[config.mk]
export PLATFORM = sky130hd
export DESIGN_NAME = ppg_beat_detect_bpm_average_core
export DESIGN_NICKNAME = d
export VERILOG_FILES = /design/src/rtl/pbd_pkg.sv /design/src/rtl/pbd_ram.sv /design/src/rtl/pbd_div.sv /design/src/rtl/ppg_beat_detect_bpm_average_core.sv
export SDC_FILE = /design/constraint.sdc
export NUM_CORES = 1
export LEC_CHECK = 0
export ABC_CLOCK_PERIOD_IN_PS = 15200
export BUFFER_PORTS_ARGS = -buffer_cell sky130_fd_sc_hd__buf_2
export CORE_MARGIN = 2
export CORE_UTILIZATION = 45
export DETAILED_ROUTE_END_ITERATION = 8
export GPL_TIMING_DRIVEN = 0
export SLEW_MARGIN = 15
export SYNTH_ARGS = -nofsm -noshare
export SYNTH_HDL_FRONTEND = slang
export SYNTH_SLANG_ARGS = --single-unit
[constraint.sdc]
create_clock -name clk -period 15.2 [get_ports clk]
set_clock_uncertainty 0.1 [all_clocks]
set_input_delay 1.52 -clock clk [delete_from_list [all_inputs] [get_ports clk]]
set_output_delay 1.52 -clock clk [all_outputs]
set_load 0.01 [all_outputs]
[src/rtl/pbd_pkg.sv]
// Shared types and constants for the PPG beat detector and rate averager.
package pbd_pkg;

  localparam int SAMPLE_W    = 18;
  localparam int TIME_W      = 32;
  localparam int RATE_W      = 16;
  localparam int CFG_W       = 16;
  localparam int CFG_IDX_W   = 2;
  localparam int LEVEL_W     = 18;
  localparam int SUM9_W      = 22;
  localparam int RECIP_W     = 23;
  localparam int PROD_W      = SUM9_W + RECIP_W;
  localparam int LEVEL_SHIFT = 26;

  // Weight of the old level in the running filter.
  localparam logic [3:0] LEVEL_GAIN = 4'd9;

  // ceil(2^26 / 10): exact truncating division by ten for any 22-bit value.
  localparam logic [RECIP_W-1:0] LEVEL_RECIP = 23'd6710887;

  // Milliseconds per minute.
  localparam logic [RATE_W-1:0] BPM_NUMERATOR = 16'd60000;

  localparam logic [CFG_IDX_W-1:0] CFG_THRESHOLD_OFFSET = 2'd0;
  localparam logic [CFG_IDX_W-1:0] CFG_MIN_INTERVAL     = 2'd1;
  localparam logic [CFG_IDX_W-1:0] CFG_MAX_INTERVAL     = 2'd2;

  localparam logic [CFG_W-1:0] RST_THRESHOLD_OFFSET = 16'd2000;
  localparam logic [CFG_W-1:0] RST_MIN_INTERVAL     = 16'd300;
  localparam logic [CFG_W-1:0] RST_MAX_INTERVAL     = 16'd2000;

  typedef enum logic [2:0] {
    ST_IDLE,
    ST_SCALE,
    ST_LEVEL,
    ST_CMP,
    ST_DIV_BPM,
    ST_SUM,
    ST_DIV_AVG,
    ST_OUT
  } state_t;

  // Handshake between the sequencer and the shared divider.
  typedef struct packed {
    logic start;
  } div_req_t;

  typedef struct packed {
    logic busy;
    logic done;
  } div_stat_t;

endpackage

[src/rtl/pbd_ram.sv]
// Synchronous single-port-write, single-port-read memory for the rate window.
module pbd_ram #(
  parameter int DEPTH  = 8,
  parameter int DATA_W = 16,
  parameter int ADDR_W = 3
) (
  input  logic              clk,
  input  logic              we,
  input  logic [ADDR_W-1:0] waddr,
  input  logic [DATA_W-1:0] wdata,
  input  logic [ADDR_W-1:0] raddr,
  output logic [DATA_W-1:0] rdata
);

  logic [DATA_W-1:0] mem [DEPTH];

  always_ff @(posedge clk) begin
    if (we) begin
      mem[waddr] <= wdata;
    end
  end

  always_ff @(posedge clk) begin
    rdata <= mem[raddr];
  end

endmodule

[src/rtl/pbd_div.sv]
// Radix-2 restoring divider, one quotient bit per cycle.
module pbd_div
  import pbd_pkg::*;
#(
  parameter int DIVIDEND_W = 20,
  parameter int DIVISOR_W  = 16
) (
  input  logic                  clk,
  input  logic                  rst,
  input  div_req_t              req,
  input  logic [DIVIDEND_W-1:0] dividend,
  input  logic [DIVISOR_W-1:0]  divisor,
  output div_stat_t             stat,
  output logic [DIVIDEND_W-1:0] quotient
);

  localparam int CNT_W = (DIVIDEND_W > 1) ? $clog2(DIVIDEND_W) : 1;

  logic                 busy;
  logic                 done;
  logic [CNT_W-1:0]     cnt;
  logic [DIVISOR_W-1:0] rem;
  logic [DIVISOR_W-1:0] den;
  logic [DIVIDEND_W-1:0] quo;

  logic [DIVISOR_W:0] rem_sh;
  logic [DIVISOR_W:0] diff;
  logic               take;

  assign rem_sh = {rem, quo[DIVIDEND_W-1]};
  assign diff   = rem_sh - {1'b0, den};
  assign take   = (rem_sh >= {1'b0, den});

  always_ff @(posedge clk) begin
    if (rst) begin
      busy <= 1'b0;
      done <= 1'b0;
    end else begin
      done <= 1'b0;
      if (req.start) begin
        busy <= 1'b1;
        cnt  <= '0;
        rem  <= '0;
        quo  <= dividend;
        den  <= divisor;
      end else if (busy) begin
        rem <= take ? diff[DIVISOR_W-1:0] : rem_sh[DIVISOR_W-1:0];
        quo <= {quo[DIVIDEND_W-2:0], take};
        cnt <= cnt + 1'b1;
        if (cnt == CNT_W'(DIVIDEND_W - 1)) begin
          busy <= 1'b0;
          done <= 1'b1;
        end
      end
    end
  end

  assign stat.busy = busy;
  assign stat.done = done;
  assign quotient  = quo;

endmodule

[src/rtl/ppg_beat_detect_bpm_average_core.sv]
// Top level: PPG beat detector with a windowed mean of beat rates.
//
//   channel | signals                           | direction
//   --------+-----------------------------------+----------
//   in      | in_valid/in_ready, ir_sample,     | sink
//           | time_ms                           |
//   out     | out_valid/out_ready, beat,        | source
//           | bpm_raw, bpm_avg                  |
//   cfg     | cfg_valid/cfg_ready, cfg_index,   | sink
//           | cfg_data                          |
//
// A sample without a beat passes through ST_SCALE, ST_LEVEL and ST_CMP to ST_OUT, which loads
// the output register. A beat adds the bpm divide, the window sum through the memory read
// port and the mean divide before ST_OUT.
// One sample is worked on at a time.
// Reset is synchronous; the window memory is not cleared, a fill count limits
// the sum to entries already written. A stalled output holds the next result
// in the sequencer while the output register still waits for its transfer.
module ppg_beat_detect_bpm_average_core
  import pbd_pkg::*;
#(
  parameter int WINDOW_LEN = 8
) (
  input  logic                 clk,
  input  logic                 rst,
  input  logic                 in_valid,
  output logic                 in_ready,
  input  logic [SAMPLE_W-1:0]  ir_sample,
  input  logic [TIME_W-1:0]    time_ms,
  output logic                 out_valid,
  input  logic                 out_ready,
  output logic                 beat,
  output logic [RATE_W-1:0]    bpm_raw,
  output logic [RATE_W-1:0]    bpm_avg,
  input  logic                 cfg_valid,
  output logic                 cfg_ready,
  input  logic [CFG_IDX_W-1:0] cfg_index,
  input  logic [CFG_W-1:0]     cfg_data
);

  localparam int IDX_W = (WINDOW_LEN > 1) ? $clog2(WINDOW_LEN) : 1;
  localparam int CNT_W = $clog2(WINDOW_LEN + 1);
  localparam int SUM_W = RATE_W + CNT_W;

  state_t state, state_next;

  // Configuration registers.
  logic [CFG_W-1:0] threshold_offset;
  logic [CFG_W-1:0] min_interval_ms;
  logic [CFG_W-1:0] max_interval_ms;

  // Detector state.
  logic [LEVEL_W-1:0] running_level;
  logic               above_flag;
  logic [TIME_W-1:0]  last_peak_ms;
  logic               peak_seen;
  logic [RATE_W-1:0]  last_bpm;
  logic [RATE_W-1:0]  avg_bpm;
  logic [IDX_W-1:0]   write_slot;
  logic [CNT_W-1:0]   fill_count;

  // Working registers for the item in flight.
  logic [SAMPLE_W-1:0] sample;
  logic [TIME_W-1:0]   stamp;
  logic [SUM9_W-1:0]   sum9;
  logic [SUM_W-1:0]    total;
  logic [CNT_W-1:0]    rd_cnt;
  logic                rd_pend;
  logic                beat_hit;

  // Datapath terms.
  logic [SUM9_W-1:0]   sum9_next;
  logic [PROD_W-1:0]   prod;
  logic [LEVEL_W:0]    threshold;
  logic                rising;
  logic                falling;
  logic [TIME_W-1:0]   gap;
  logic                qualify;
  logic                sum_issue;
  logic                sum_done;
  logic                out_free;

  // Divider and memory interface.
  div_req_t            div_req;
  div_stat_t           div_stat;
  logic [SUM_W-1:0]    div_dividend;
  logic [RATE_W-1:0]   div_divisor;
  logic [SUM_W-1:0]    div_quo;
  logic                ram_we;
  logic [IDX_W-1:0]    ram_raddr;
  logic [RATE_W-1:0]   ram_rdata;

  assign sum9_next = SUM9_W'(running_level) * SUM9_W'(LEVEL_GAIN) + SUM9_W'(sample);
  assign prod      = PROD_W'(sum9) * PROD_W'(LEVEL_RECIP);
  assign threshold = {1'b0, running_level} + (LEVEL_W + 1)'(threshold_offset);
  assign rising    = !above_flag && ({1'b0, sample} > threshold);
  assign falling   = above_flag && ({1'b0, sample} < threshold);
  assign gap       = stamp - last_peak_ms;
  assign qualify   = rising && peak_seen
                     && (gap > TIME_W'(min_interval_ms))
                     && (gap < TIME_W'(max_interval_ms));
  assign sum_issue = (rd_cnt < fill_count);
  assign sum_done  = !sum_issue && !rd_pend;
  assign out_free  = !out_valid || out_ready;

  // Next state.
  always_comb begin
    state_next = state;
    case (state)
      ST_IDLE:    if (in_valid) state_next = ST_SCALE;
      ST_SCALE:   state_next = ST_LEVEL;
      ST_LEVEL:   state_next = ST_CMP;
      ST_CMP:     state_next = qualify ? ST_DIV_BPM : ST_OUT;
      ST_DIV_BPM: if (div_stat.done) state_next = ST_SUM;
      ST_SUM:     if (sum_done) state_next = ST_DIV_AVG;
      ST_DIV_AVG: if (div_stat.done) state_next = ST_OUT;
      ST_OUT:     if (out_free) state_next = ST_IDLE;
      default:    state_next = ST_IDLE;
    endcase
  end

  // Sequencer outputs.
  always_comb begin
    in_ready      = 1'b0;
    div_req.start = 1'b0;
    div_dividend  = SUM_W'(BPM_NUMERATOR);
    div_divisor   = gap[RATE_W-1:0];
    ram_we        = 1'b0;
    case (state)
      ST_IDLE:    in_ready = 1'b1;
      ST_CMP:     div_req.start = qualify;
      ST_DIV_BPM: ram_we = div_stat.done;
      ST_SUM: begin
        div_req.start = sum_done;
        div_dividend  = total;
        div_divisor   = RATE_W'(fill_count);
      end
      default: ;
    endcase
  end

  assign cfg_ready = 1'b1;
  assign ram_raddr = rd_cnt[IDX_W-1:0];

  // Configuration writes; an unused index is dropped.
  always_ff @(posedge clk) begin
    if (rst) begin
      threshold_offset <= RST_THRESHOLD_OFFSET;
      min_interval_ms  <= RST_MIN_INTERVAL;
      max_interval_ms  <= RST_MAX_INTERVAL;
    end else if (cfg_valid) begin
      case (cfg_index)
        CFG_THRESHOLD_OFFSET: threshold_offset <= cfg_data;
        CFG_MIN_INTERVAL:     min_interval_ms  <= cfg_data;
        CFG_MAX_INTERVAL:     max_interval_ms  <= cfg_data;
        default: ;
      endcase
    end
  end

  // Control and detector state.
  always_ff @(posedge clk) begin
    if (rst) begin
      state         <= ST_IDLE;
      running_level <= '0;
      above_flag    <= 1'b0;
      last_peak_ms  <= '0;
      peak_seen     <= 1'b0;
      last_bpm      <= '0;
      avg_bpm       <= '0;
      write_slot    <= '0;
      fill_count    <= '0;
      rd_pend       <= 1'b0;
      out_valid     <= 1'b0;
    end else begin
      state <= state_next;
      case (state)
        ST_LEVEL: running_level <= prod[LEVEL_SHIFT +: LEVEL_W];
        ST_CMP: begin
          if (rising) begin
            above_flag   <= 1'b1;
            last_peak_ms <= stamp;
            peak_seen    <= 1'b1;
          end else if (falling) begin
            above_flag <= 1'b0;
          end
        end
        ST_DIV_BPM: begin
          if (div_stat.done) begin
            last_bpm   <= div_quo[RATE_W-1:0];
            write_slot <= (write_slot == IDX_W'(WINDOW_LEN - 1)) ? '0 : write_slot + 1'b1;
            if (fill_count < CNT_W'(WINDOW_LEN)) begin
              fill_count <= fill_count + 1'b1;
            end
            rd_pend <= 1'b0;
          end
        end
        ST_SUM:     rd_pend <= sum_issue;
        ST_DIV_AVG: if (div_stat.done) avg_bpm <= div_quo[RATE_W-1:0];
        default: ;
      endcase
      if (state == ST_OUT && out_free) begin
        out_valid <= 1'b1;
      end else if (out_ready) begin
        out_valid <= 1'b0;
      end
    end
  end

  // Working registers and the output payload.
  always_ff @(posedge clk) begin
    case (state)
      ST_IDLE: begin
        sample <= ir_sample;
        stamp  <= time_ms;
      end
      ST_SCALE: sum9 <= sum9_next;
      ST_CMP:   beat_hit <= 1'b0;
      ST_DIV_BPM: begin
        total  <= '0;
        rd_cnt <= '0;
      end
      ST_SUM: begin
        if (sum_issue) begin
          rd_cnt <= rd_cnt + 1'b1;
        end
        if (rd_pend) begin
          total <= total + SUM_W'(ram_rdata);
        end
      end
      ST_DIV_AVG: if (div_stat.done) beat_hit <= 1'b1;
      ST_OUT: begin
        if (out_free) begin
          beat    <= beat_hit;
          bpm_raw <= last_bpm;
          bpm_avg <= avg_bpm;
        end
      end
      default: ;
    endcase
  end

  pbd_div #(
    .DIVIDEND_W (SUM_W),
    .DIVISOR_W  (RATE_W)
  ) u_div (
    .clk      (clk),
    .rst      (rst),
    .req      (div_req),
    .dividend (div_dividend),
    .divisor  (div_divisor),
    .stat     (div_stat),
    .quotient (div_quo)
  );

  pbd_ram #(
    .DEPTH  (WINDOW_LEN),
    .DATA_W (RATE_W),
    .ADDR_W (IDX_W)
  ) u_window (
    .clk   (clk),
    .we    (ram_we),
    .waddr (write_slot),
    .wdata (div_quo[RATE_W-1:0]),
    .raddr (ram_raddr),
    .rdata (ram_rdata)
  );

endmodule
# == Word-level counts from Yosys, hierarchy flattened ==
# Memories as Yosys holds them, arrays and structs flattened. A register that Yosys moved wholly into a read port is not among the register bits.
# Cells that the tools add are included.
# totals
register_bits,333
mem_bits_rw,128
input_bits,73
mem_count,1
# classes
add_sub_neg,9
multipliers,2
n_lt_le_gt_ge,7
eq_ne,18
muxes,36
bitwise_logic,2
reduce_logical,36
# memory_table
memory,words,width,rd,rd_clocked_by_memory_dff,wr,line,source
u_window.mem,8,16,1,1,1,pbd_ram.sv:15,logic [DATA_W-1:0] mem [DEPTH];
# op_table
cell,n
2-to-1 mux 20 bit,4
"multiplier 22 x 23 -> 44 bit, second input constant",1
one-hot mux 20 bit (2 select lines),1
greater-than comparator 32 x 16 -> 1 bit,1
less-than comparator 32 x 16 -> 1 bit,1
2-to-1 mux 16 bit,2
subtractor 32 bit,1
AND reduction 2 bit,14
one-hot mux 3 bit (8 select lines),1
adder 22 x 18 -> 22 bit,1
"multiplier 18 x 4 -> 22 bit, second input constant",1
adder 20 x 16 -> 20 bit,1
adder 18 x 16 -> 19 bit,1
greater-than comparator 18 x 19 -> 1 bit,1
less-than comparator 18 x 19 -> 1 bit,1
2-to-1 mux 3 bit,6
greater-or-equal comparator 17 x 16 -> 1 bit,1
subtractor 16 bit,1
"== test 3 bit, second input constant",5
2-to-1 mux 1 bit,14
"!= test 2 bit, second input constant",5
nonzero test 2 bit,5
"adder 4 x 1 -> 4 bit, second input constant",2
2-to-1 mux 4 bit,2
23 further kinds,37

# == Logic depth before layout (Yosys ltp) ==
# Gate-level depths: netlist (run 1).
# depth
word_depth,9
mapped_depth,27
mapped_depth_nobuf,27

# == Hierarchy ==
# A second synthesis (run 1) with hierarchy kept.
# unflattened
hier_cells,2865
area_unflattened_um2,31073.6
# by_module_without_submodules
mod,instances,cells_per_inst,area_each_um2
ppg_beat_detect_bpm_average_core,1,2381,22526.6
pbd_ram,1,214,5293.8
pbd_div,1,270,3253.1

# == Least setup slack after synthesis (run 1) ==
# Ideal clock, no wire load.
# synth_timing
path_type,register to register
from,register sum9[5]
to,register running_level[16]
setup_ps,62
arrival_time_ps,6771
required_ps,15038
path_slack_ps,8266
stages_incl_launch_ff,26
n_path_buf,0
path_cell_list,edfxtp_1 inv_1 ha_1 fa_1 fa_1 inv_1 fa_1 inv_1 fa_1 inv_1 fa_1 inv_1 fa_1 inv_1 ha_1 a211oi_1 o21ai_0 nor3_1 a211oi_1 a21oi_1 o21ai_1 a21oi_1 o31ai_1 a221oi_1 or4_1 nand3_1
# synth_between
elab_chain_len,1
# synth_rtl
element,line,source
start: declaration,ppg_beat_detect_bpm_average_core.sv:65,logic [SUM9_W-1:0] sum9;
start signal: assignment,ppg_beat_detect_bpm_average_core.sv:217,ST_SCALE: sum9 <= sum9_next;
multiplier 22 x 23 -> 44 bit,ppg_beat_detect_bpm_average_core.sv:94,assign prod = PROD_W'(sum9) * PROD_W'(LEVEL_RECIP);
end signal: assignment,ppg_beat_detect_bpm_average_core.sv:178,ST_LEVEL: running_level <= prod[LEVEL_SHIFT +: LEVEL_W];
end: declaration,ppg_beat_detect_bpm_average_core.sv:53,logic [LEVEL_W-1:0] running_level;
# No other way between the ends.
# A chain may end at the register's enable or synchronous reset.

# == Final worst setup path (run 1) ==
# layout_timing
from,register sum9[9]
to,register running_level[16]
# The elaborated chain is that of the path after synthesis.

==> out/qor.yml, run 1 <==
setup_path:
  worstSetupPathType: "register to register"
  rr_startpoint: "sum9[9]"
  cp_num_buf_inv: 6
  crit_slowest_cell: "o31ai_1"
  max_stage_delay_ns: 0.63
  cp-startpoint: "sum9[9]"
  cp.depth: 25
  crit_end: "running_level[16]"
  reg2reg_slack_ns: 7.10
  worstPathRequired_ns: 15.64
  r2r_cells: 25
  critPathMaxFanout: 5
  cp.arrival_ns: 8.54
  crit_path_end_kind: "register"
  timing.rr.end: "running_level[16]"
  crit_family: "adder cells"
  cp-start-kind: "register"
clock_tree:
  cts_buffers: 49
  postCtsSetupBuffers: 0
  clock_path_buffers: 3
  postCtsHoldBufs: 0
  cts_resized: 0
  ctsHtreeMaxLevel: 2
  clock_latency_ns: 0.61
  clk_pin_slew_worst_paths_ns: 0.07
  clock-sinks: 477
  root_buffer: "clkbuf_16"
  cts_tree: "built"
yosys:
  synthSimpleGateAreaFrac: 0.109
  synth_compound_area_frac: 0.0907
  ys_ff_latch: 477
  synthArstFlopShare: 0
  syn_avg_cell_area_um2: 10.7
  synthXorXnorAreaFrac: 0.0281
  synth-edff-count: 315
  synth_top_cell_by_area: "edfxtp_1"
  syn_nets: 3439
  synth_adder_area_share: 0.248
  synth_top_area_frac: 0.309
  syn_inst: 2857
  synth_top_family_by_area: "adder cells"
  ys_types: 77
  synthMuxAreaShare: 0.0462
  yosys_warnings: 0
  yosys-top-cells-area: "edfxtp_1 31%, ha_1 14%, dfxtp_1 11%, fa_1 11%, inv_1 5.3%"
  seq_area_frac_synth: 0.415
  synthFlopType: "edfxtp_1"
  netlist_area_mm2: 0.0306
placed_design:
  place_hpwl_mm: 57.3
  io_buffer_count: 107
  routabilityCongestion: 0.868
cells_and_area:
  fillers: 6065
  final_nets: 3619
  multi_input_area_mm2: 0.0160
  final_layout_size_suffix_gt1_frac: 0.0968
  syn_to_final_growth_pct: 11.8
  ff_latch_area_mm2: 0.0127
route:
  viasPerCell: 5.32
  detail_route.wl_per_cell_um: 18.4
  drc: 0
  antenna_left: 0
  drt-initial-drc-count: 1194
  dr.pass1.iters: 5
  routed_wl_mm: 72.5
  num_vias: 21000
sta:
  rsz0062_at_grt: "no"
  fin_setup_tns_ns: 0
  max_freq_mhz: 123
  finalCritPeriodShare: 0.533
  worst_slew_pin_slew_ns: 1.25
  layout_min_cycle_time_ns: 8.10
  slew_violations: 0
  hold_viol_final: 0
  slew_headroom: 0.167
  setup_viol: 0
  whs_ns: 0.313
global_routing:
  gr-usage-all-layers: 0.209
  grt_max_degree: 32
  grt_pass1_wl_mm: 115
  grt_pass1_vias: 21400
  antenna_found_initial: 4
  grt-ovfl-total: 0
floorplanning:
  initial_core_util: 0.455
  chipHeight_um: 265
  fp-row-count: 95
  io-pin-count: 109
  die_w_um: 265
  core_area_mm2: 0.0673
  dieArea_mm2: 0.0701
outcome:
  status: "complete, no violations"
hold_path:
  min_path_type: "register to register"
flow_run:
  max_cap_violations: 0
flip-flops by register name (all words and copies together), names as in the netlist, 18 cells and up:
signal          cells
running_level      18
u_div.quotient     20
sample             18
total              20
u_window.mem      128
stamp              32
sum9               22
last_peak_ms       32
per-layer routing:
metal,global-route usage,up-vias,share of wire,routed length (um)
met5,0,-,0.00032,23
li1,-,10200,-,-
met3,0.0290,93,0.053,3830
met2,0.342,467,0.46,33600
met1,0.290,10300,0.46,33500
met4,0.0576,4,0.022,1580
worst min path at each step:
| stage | slack (ns) | end | cells past startpoint | from |
|---|---|---|---|---|
| after floorplan | 0.30 | beat | 0 | beat_hit |
| after global placement | 0.32 | bpm_avg[3] | 0 | avg_bpm[3] |
| after detailed placement | 0.31 | bpm_avg[11] | 0 | avg_bpm[11] |
| after CTS | 0.32 | bpm_raw[5] | 0 | last_bpm[5] |
| after global routing | 0.33 | bpm_raw[5] | 0 | last_bpm[5] |
| final | 0.31 | bpm_raw[5] | 0 | last_bpm[5] |
cells in the mapped netlist (10+ instances only):
master and number:
o21ai_1 10, clkbuf_1 63, xor2_1 42, xnor2_1 56, nand4_1 27, and3_1 16
a21o_1 49, inv_1 432, a31oi_1 14, o211ai_1 20, nand2_1 265, nor4_1 10
and2_1 21, mux2i_1 50, edfxtp_1 315, o21ai_0 57, mux2_2 17, nor3_1 69
mux4_2 32, dfxtp_1 162, a21oi_1 193, o21a_1 20, ha_1 348, nor2b_1 24
nor2_1 164, fa_1 161, a211oi_1 11, nand3_1 49, nand2b_1 23
worst reg2reg max path, delay by kind of cell, from the launching register on:
family / cells / cell delay [ns]
and+or+nand+nor: 3 / 0.68
buffers and inverters: 6 / 0.40
adders and majority gates: 8 / 3.86
DFF: 1 / 0.54
AOI/OAI and AO/OA: 8 / 2.46
stage by stage:
step	utilization	area, um^2	worst slack (ns)	std cells
CTS	0.508	34200	7.07	3951
detailed placement	0.483	32500	7.14	3859
finish	0.508	34200	7.10	3952
floorplan	-	30600	8.27	2857
global route	0.508	34200	6.67	3952
global placement	0.479	32200	5.55	3837
cells in the final DEF, fill, tap and decap left out, types with 9 or more instances in the layout:
cell       netlist  final
o21bai_1         9      9
dfxtp_1        162    162
and3_1          16     16
nor2_1         164    160
clkbuf_16        0     50
o211ai_1        20     20
nand4_1         27     27
inv_1          432    432
nand2b_1        23     23
a31oi_1         14     14
a21oi_1        193    192
a211oi_1        11     11
mux2i_1         50     50
xnor2_1         56     56
buf_4            1     16
nand2_1        265    265
nor2b_1         24     23
nand3_1         49     49
mux4_2          32     32
nor4_1          10      9
edfxtp_1       315    315
fa_1           161    161
nor3_1          69     64
xor2_1          42     42
buf_2            7    115
o21ai_1         10      9
a21o_1          49     49
ha_1           348    348
and2_1          21     21
o21a_1          20     20
clkbuf_1        63     79
o21ai_0         57     57
mux2_2          17     17
area by class of cell:
class	instances	share of cell area
Antenna cell	1	0.0000732
Buffer	80	0.00919
Clock buffer	71	0.0404
Clock inverter	21	0.00831
Inverter	433	0.0475
Multi-Input combinational cell	1867	0.469
Sequential cell	477	0.372
Tap cell	873	0.0320
Timing Repair Buffer	129	0.0223
cell families (layout without fill, tap and decap cells):
kind of cell,after synthesis,after routing
AOI/OAI and AO/OA,448,448
muxes,99,99
adders and majority gates,509,509
DFF,477,477
and+or+nand+nor,712,712
xor gates and xnor gates,98,98
other,1,2
buffers and inverters,513,734
Power of run 1 is left out: the tool's default activity adds up to more than one toggle a clock period on the data nets, which glitch-free logic cannot reach.
==> run 2: changes to the inputs <==
ABC_CLOCK_PERIOD_IN_PS = 8500   (was 15200)
clock period = 8.5 ns   (was 15.2 ns; I/O delays follow)
==> run 2 against run 1 <==
  * Non-clock buffer count stayed put
  * Utilization hardly changed
  * Via count is 0.32% lower
  * Sequential cell count stayed put
  * Sequential share of layout area hardly changed
  * Clock-buffer cell count stayed put
  * Global-route usage stayed put
  * Wire length hardly changed
  * First-iteration DRC count is 2.4% higher
  * Critical path type unchanged
  * Critical endpoint unchanged
  * Highest routed layer unchanged
==> out/qor.yml, run 2 (synthesized netlist as in run 1, its figures left out) <==
route:
  detail_route.wl_per_cell_um: 18.4  # about the same
  num_vias: 21000  # -0.32%
  antenna_left: 0  # unchanged
  dr.pass1.iters: 5  # unchanged
  routed_wl_mm: 72.6  # about the same
  viasPerCell: 5.31  # -0.32%
  drt-initial-drc-count: 1223  # +2.4%
  drc: 0  # unchanged
outcome:
  status: "complete, no violations"
clock_tree:
  clock-sinks: 477  # unchanged
  cts_tree: "built"
  clk_pin_slew_worst_paths_ns: 0.07  # about the same
  root_buffer: "clkbuf_16"
  postCtsHoldBufs: 0  # unchanged
  clock_latency_ns: 0.61  # about the same
  clock_path_buffers: 3  # unchanged
  cts_buffers: 49  # unchanged
  ctsHtreeMaxLevel: 2  # unchanged
sta:
  rsz0062_at_grt: "no"
  slew_headroom: 0.176  # +0.00915
  whs_ns: 0.315  # +0.00259 ns
  slew_violations: 0  # unchanged
  fin_setup_tns_ns: 0  # unchanged
  max_freq_mhz: 127  # +2.7%
  layout_min_cycle_time_ns: 7.89  # -0.214 ns
  worst_slew_pin_slew_ns: 1.24  # -0.0137 ns
  setup_viol: 0  # unchanged
  hold_viol_final: 0  # unchanged
  finalCritPeriodShare: 0.928  # +0.395
floorplanning:
  chipHeight_um: 265  # unchanged
  die_w_um: 265  # unchanged
  core_area_mm2: 0.0673  # unchanged
  io-pin-count: 109  # unchanged
  fp-row-count: 95  # unchanged
  dieArea_mm2: 0.0701  # unchanged
  initial_core_util: 0.455  # unchanged
global_routing:
  antenna_found_initial: 4  # unchanged
  grt_max_degree: 32  # unchanged
  grt_pass1_wl_mm: 115  # unchanged
  gr-usage-all-layers: 0.209  # unchanged
  grt-ovfl-total: 0  # unchanged
  grt_pass1_vias: 21400  # unchanged
setup_path:
  cp-start-kind: "register"
  crit_path_end_kind: "register"
  reg2reg_slack_ns: 0.61  # -6.49 ns
  worstSetupPathType: "register to register"
  worstPathRequired_ns: 8.94  # -6.70 ns
  cp.arrival_ns: 8.33  # -0.21 ns
  crit_slowest_cell: "fa_1"
  critPathMaxFanout: 5  # unchanged
  max_stage_delay_ns: 0.60  # -0.03 ns
placed_design:
  place_hpwl_mm: 57.3  # unchanged
  routabilityCongestion: 0.868  # unchanged
  io_buffer_count: 107  # unchanged
cells_and_area:
  final_common_cell: "inv_1"
  final_layout_size_suffix_gt1_frac: 0.0971  # +0.000325
  final_nets: 3619  # unchanged
  fillers: 6068  # +0.049%
  final_core_util: 0.508  # about the same
  top_regs: "u_window.mem x128, last_peak_ms x32, stamp x32"
  syn_to_final_growth_pct: 11.8  # about the same
  largest_reg_flops: 128  # unchanged
  final_cell_mix: "432 x inv_1, 348 x ha_1, 315 x edfxtp_1"
  top_register: "u_window.mem"
hold_path:
  min_path_type: "register to register"
flow_run:
  max_cap_violations: 0  # unchanged
run 2: layer usage:
| metal | up-vias | part of all wire | global-route usage |
|---|---|---|---|
| li1 | 10200 | - | - |
| met1 | 10200 | 0.46 | 0.290 |
| met2 | 448 | 0.46 | 0.342 |
| met3 | 100 | 0.051 | 0.0290 |
| met4 | 4 | 0.023 | 0.0576 |
| met5 | - | 0.00033 | 0 |
run 2: critical path, delay by kind of cell, from the launching register on:
| family | cells | cell delay, ns |
|---|---|---|
| buffers and inverters | 6 | 0.40 |
| and+or+nand+nor | 3 | 0.66 |
| DFF | 1 | 0.55 |
| adders and majority gates | 8 | 3.86 |
| AOI/OAI and AO/OA | 8 | 2.25 |
run 2: per-stage QoR:
step,setup slack [ns],area [um^2],cells
final,0.614,34200,3952
after global routing,0.212,34200,3952
after CTS,0.367,34200,3951
after detailed placement,0.441,32500,3859
after global placement,-1.15,32200,3837
after floorplan,1.57,30600,2857
run 2: path summary, 6_finish.rpt:
check	startpoint	end	depth (start not counted)
hold / removal	last_bpm[5]	bpm_raw[5]	0
setup / recovery	sum9[9]	running_level[16]	25
hold reg to reg	last_bpm[5]	bpm_raw[5]	0
setup reg to reg	sum9[9]	running_level[16]	25
run 2: layout make-up:
type	count	area (um^2)	area share
multi-input combinational	1867	16000	0.469
sequential	477	12700	0.372
inverter	433	1630	0.0475
clock buffer	71	1380	0.0404
tap	873	1090	0.0319
timing repair buffer	129	762	0.0223
buffer	80	314	0.00919
clock inverter	21	284	0.00831
antenna	1	2.50	0.0000732
run 2: repair_timing:
| item | 4_1_cts | 5_1_grt |
|---|---|---|
| setup endpoints to repair | 0 | 1 |
| endpoints found under the hold margin | 0 | 0 |
| gates resized for setup | 0 | 1 |
| buffers inserted | 0 | 0 |
Power of run 2 is left out for the same reason.
==> run 3: changes to the inputs <==
REMOVE_ABC_BUFFERS = 1   (was not set)
SLEW_MARGIN = not set   (was 15)
==> run 3 against run 2 <==
  * Utilization fell by 0.050 points
  * Highest routed layer unchanged
  * Hold slack got worse by 0.0063 ns
  * Critical endpoint unchanged
  * Sequential share of layout area barely moved
  * Largest cell class unchanged
  * Critical path type unchanged
  * Maximum frequency fell by 0.15%
==> out/qor.yml, run 3 (synthesized netlist as in run 1, its figures left out) <==
floorplanning:
  chipHeight_um: 265  # unchanged
  fp-row-count: 95  # unchanged
  io-pin-count: 109  # unchanged
  dieArea_mm2: 0.0701  # unchanged
  core_area_mm2: 0.0673  # unchanged
  initial_core_util: 0.455  # unchanged
  die_w_um: 265  # unchanged
setup_path:
  cp-start-kind: "register"
  worstPathRequired_ns: 8.94  # about the same
  crit_top_cell: "fa_1"
  cp.arrival_ns: 8.33  # about the same
  crit_slowest_cell: "fa_1"
  cp_num_buf_inv: 4  # -2
  critical_path.cell_chain: "ha_1 -> fa_1 -> fa_1 -> inv_1 -> fa_1 -> inv_1 -> fa_1 -> inv_1 -> fa_1 -> fa_1 -> inv_1 -> ha_1 -> o21ai_0 -> o21ai_0 -> nor3_1 -> a211oi_1 -> a21oi_1 -> o21ai_1 -> a21oi_1 -> o31ai_2 -> a221oi_1 -> or4_1 -> nand3_1"
  timing.rr.end: "running_level[16]"
  crit_family: "adder cells"
  critPathMaxFanout: 5  # unchanged
  crit_path_end_kind: "register"
  worstSetupPathType: "register to register"
  cp.depth: 23  # -8.0%
  max_stage_delay_ns: 0.60  # about the same
  reg2reg_slack_ns: 0.60  # about the same
  r2r_cells: 23  # -8.0%
  rr_startpoint: "sum9[7]"
global_routing:
  grt-ovfl-total: 0  # unchanged
  gr-usage-all-layers: 0.202  # -0.00624
  grt_max_degree: 84  # +160%
  antenna_found_initial: 2  # -2
  grt_pass1_vias: 21500  # +0.25%
  grt_pass1_wl_mm: 113  # -2.1%
cells_and_area:
  fillers: 6003  # -1.1%
  diodes: 0  # -1
  final_cell_mix: "432 x inv_1, 348 x ha_1, 315 x edfxtp_1"
  layout.cells.non_filler: 3879  # -1.8%
  ff_latch_area_mm2: 0.0127  # unchanged
  largest_reg_flops: 128  # unchanged
  multi_input_area_mm2: 0.0160  # +0.11%
  final_nets: 3547  # -2.0%
  final_common_cell: "inv_1"
  top_regs: "u_window.mem x128, last_peak_ms x32, stamp x32"
  syn_to_final_growth_pct: 11.7  # about the same
  top_register: "u_window.mem"
  final_layout_size_suffix_gt1_frac: 0.102  # +0.00532
placed_design:
  place_inst: 3787  # -1.9%
  io_buffer_count: 107  # unchanged
  place_hpwl_mm: 54.2  # -5.3%
  routabilityCongestion: 0.896  # +3.2%
sta:
  max_freq_mhz: 127  # -0.15%
  rsz0062_at_grt: "no"
  slew_violations: 0  # unchanged
  hold_viol_final: 0  # unchanged
  slew_headroom: 0.248  # +0.0719
  layout_min_cycle_time_ns: 7.90  # +0.0114 ns
  worst_slew_pin_slew_ns: 1.13  # -0.108 ns
  setup_viol: 0  # unchanged
  finalCritPeriodShare: 0.929  # +0.00135
hold_path:
  holdPathStages: 1  # +1
  min_from: "time_ms[14]"
  hold_end: "stamp[14]"
  min_path_type: "input port to register"
route:
  antenna_left: 0  # unchanged
  dr.pass1.iters: 7  # +2
  routed_wl_mm: 69.7  # -4.0%
  drc: 0  # unchanged
  detail_route.wl_per_cell_um: 18.0  # -2.2%
  viasPerCell: 5.29  # -0.29%
  num_vias: 20500  # -2.1%
  drt-initial-drc-count: 1110  # -9.2%
clock_tree:
  root_buffer: "clkbuf_16"
  ctsHtreeMaxLevel: 2  # unchanged
  clk_pin_slew_worst_paths_ns: 0.06  # about the same
  clock_path_buffers: 3  # unchanged
  clock-sinks: 477  # unchanged
  cts_tree: "built"
  cts_buffers: 49  # unchanged
  clock_latency_ns: 0.62  # about the same
  postCtsSetupBuffers: 0  # unchanged
outcome:
  status: "complete, no violations"
flow_run:
  max_cap_violations: 0  # unchanged
[run 3: layer usage]
| layer | part of all wire | vias up | global-route usage | routed length (um) |
|---|---|---|---|---|
| li1 | - | 10100 | - | - |
| met5 | 0.00016 | - | 0 | 11 |
| met3 | 0.038 | 94 | 0.0271 | 2670 |
| met1 | 0.45 | 10000 | 0.267 | 31400 |
| met4 | 0.026 | 2 | 0.0562 | 1780 |
| met2 | 0.49 | 360 | 0.349 | 33800 |
[run 3: worst reg2reg max path: stages (launching register included)]
cell	delay [ns]
edfxtp_1	0.57
ha_1	0.51
fa_1	0.53
fa_1	0.60
inv_1	0.08
fa_1	0.54
inv_1	0.06
fa_1	0.54
inv_1	0.06
fa_1	0.49
fa_1	0.51
inv_1	0.04
ha_1	0.28
o21ai_0	0.09
o21ai_0	0.26
nor3_1	0.11
a211oi_1	0.58
a21oi_1	0.26
o21ai_1	0.25
a21oi_1	0.18
o31ai_2	0.43
a221oi_1	0.22
or4_1	0.45
nand3_1	0.10
[run 3: worst max-delay path by stage]
| stage | startpoint | end | slack, ns |
|---|---|---|---|
| final | sum9[7] | running_level[16] | 0.60 |
| after global routing | sum9[7] | running_level[16] | 0.18 |
| after CTS | sum9[7] | running_level[16] | 0.38 |
| after detailed placement | sum9[7] | running_level[16] | 0.44 |
| after global placement | rd_cnt[0] | u_div.quotient[10] | -2.95 |
| after floorplan | rd_cnt[0] | u_div.cnt[0] | 1.35 |
[run 3: area by class of cell]
cell class                      count  area share
Timing Repair Buffer              137      0.0297
Clock buffer                       63      0.0389
Sequential cell                   477       0.372
Multi-Input combinational cell   1867       0.470
Inverter                          433      0.0476
Tap cell                          873      0.0320
Clock inverter                     29      0.0102
[run 3: metrics by stage]
step / TNS, ns / hold WS (ns) / util / area, um^2 / worst slack [ns]
after floorplan: 0 / 0.300 / - / 30300 / 1.35
after global placement: -133.85 / 0.318 / 0.474 / 31900 / -2.95
after detailed placement: 0 / 0.318 / 0.483 / 32500 / 0.440
after CTS: 0 / 0.278 / 0.508 / 34100 / 0.382
after global routing: 0 / 0.279 / 0.508 / 34200 / 0.180
final: 0 / 0.309 / 0.508 / 34200 / 0.602
[run 3: repair_timing]
item                                    CTS  global route
resized for setup                         0             1
hold buffers                              0             0
endpoints found under the setup margin    0             1
Power of run 3 is left out for the same reason.
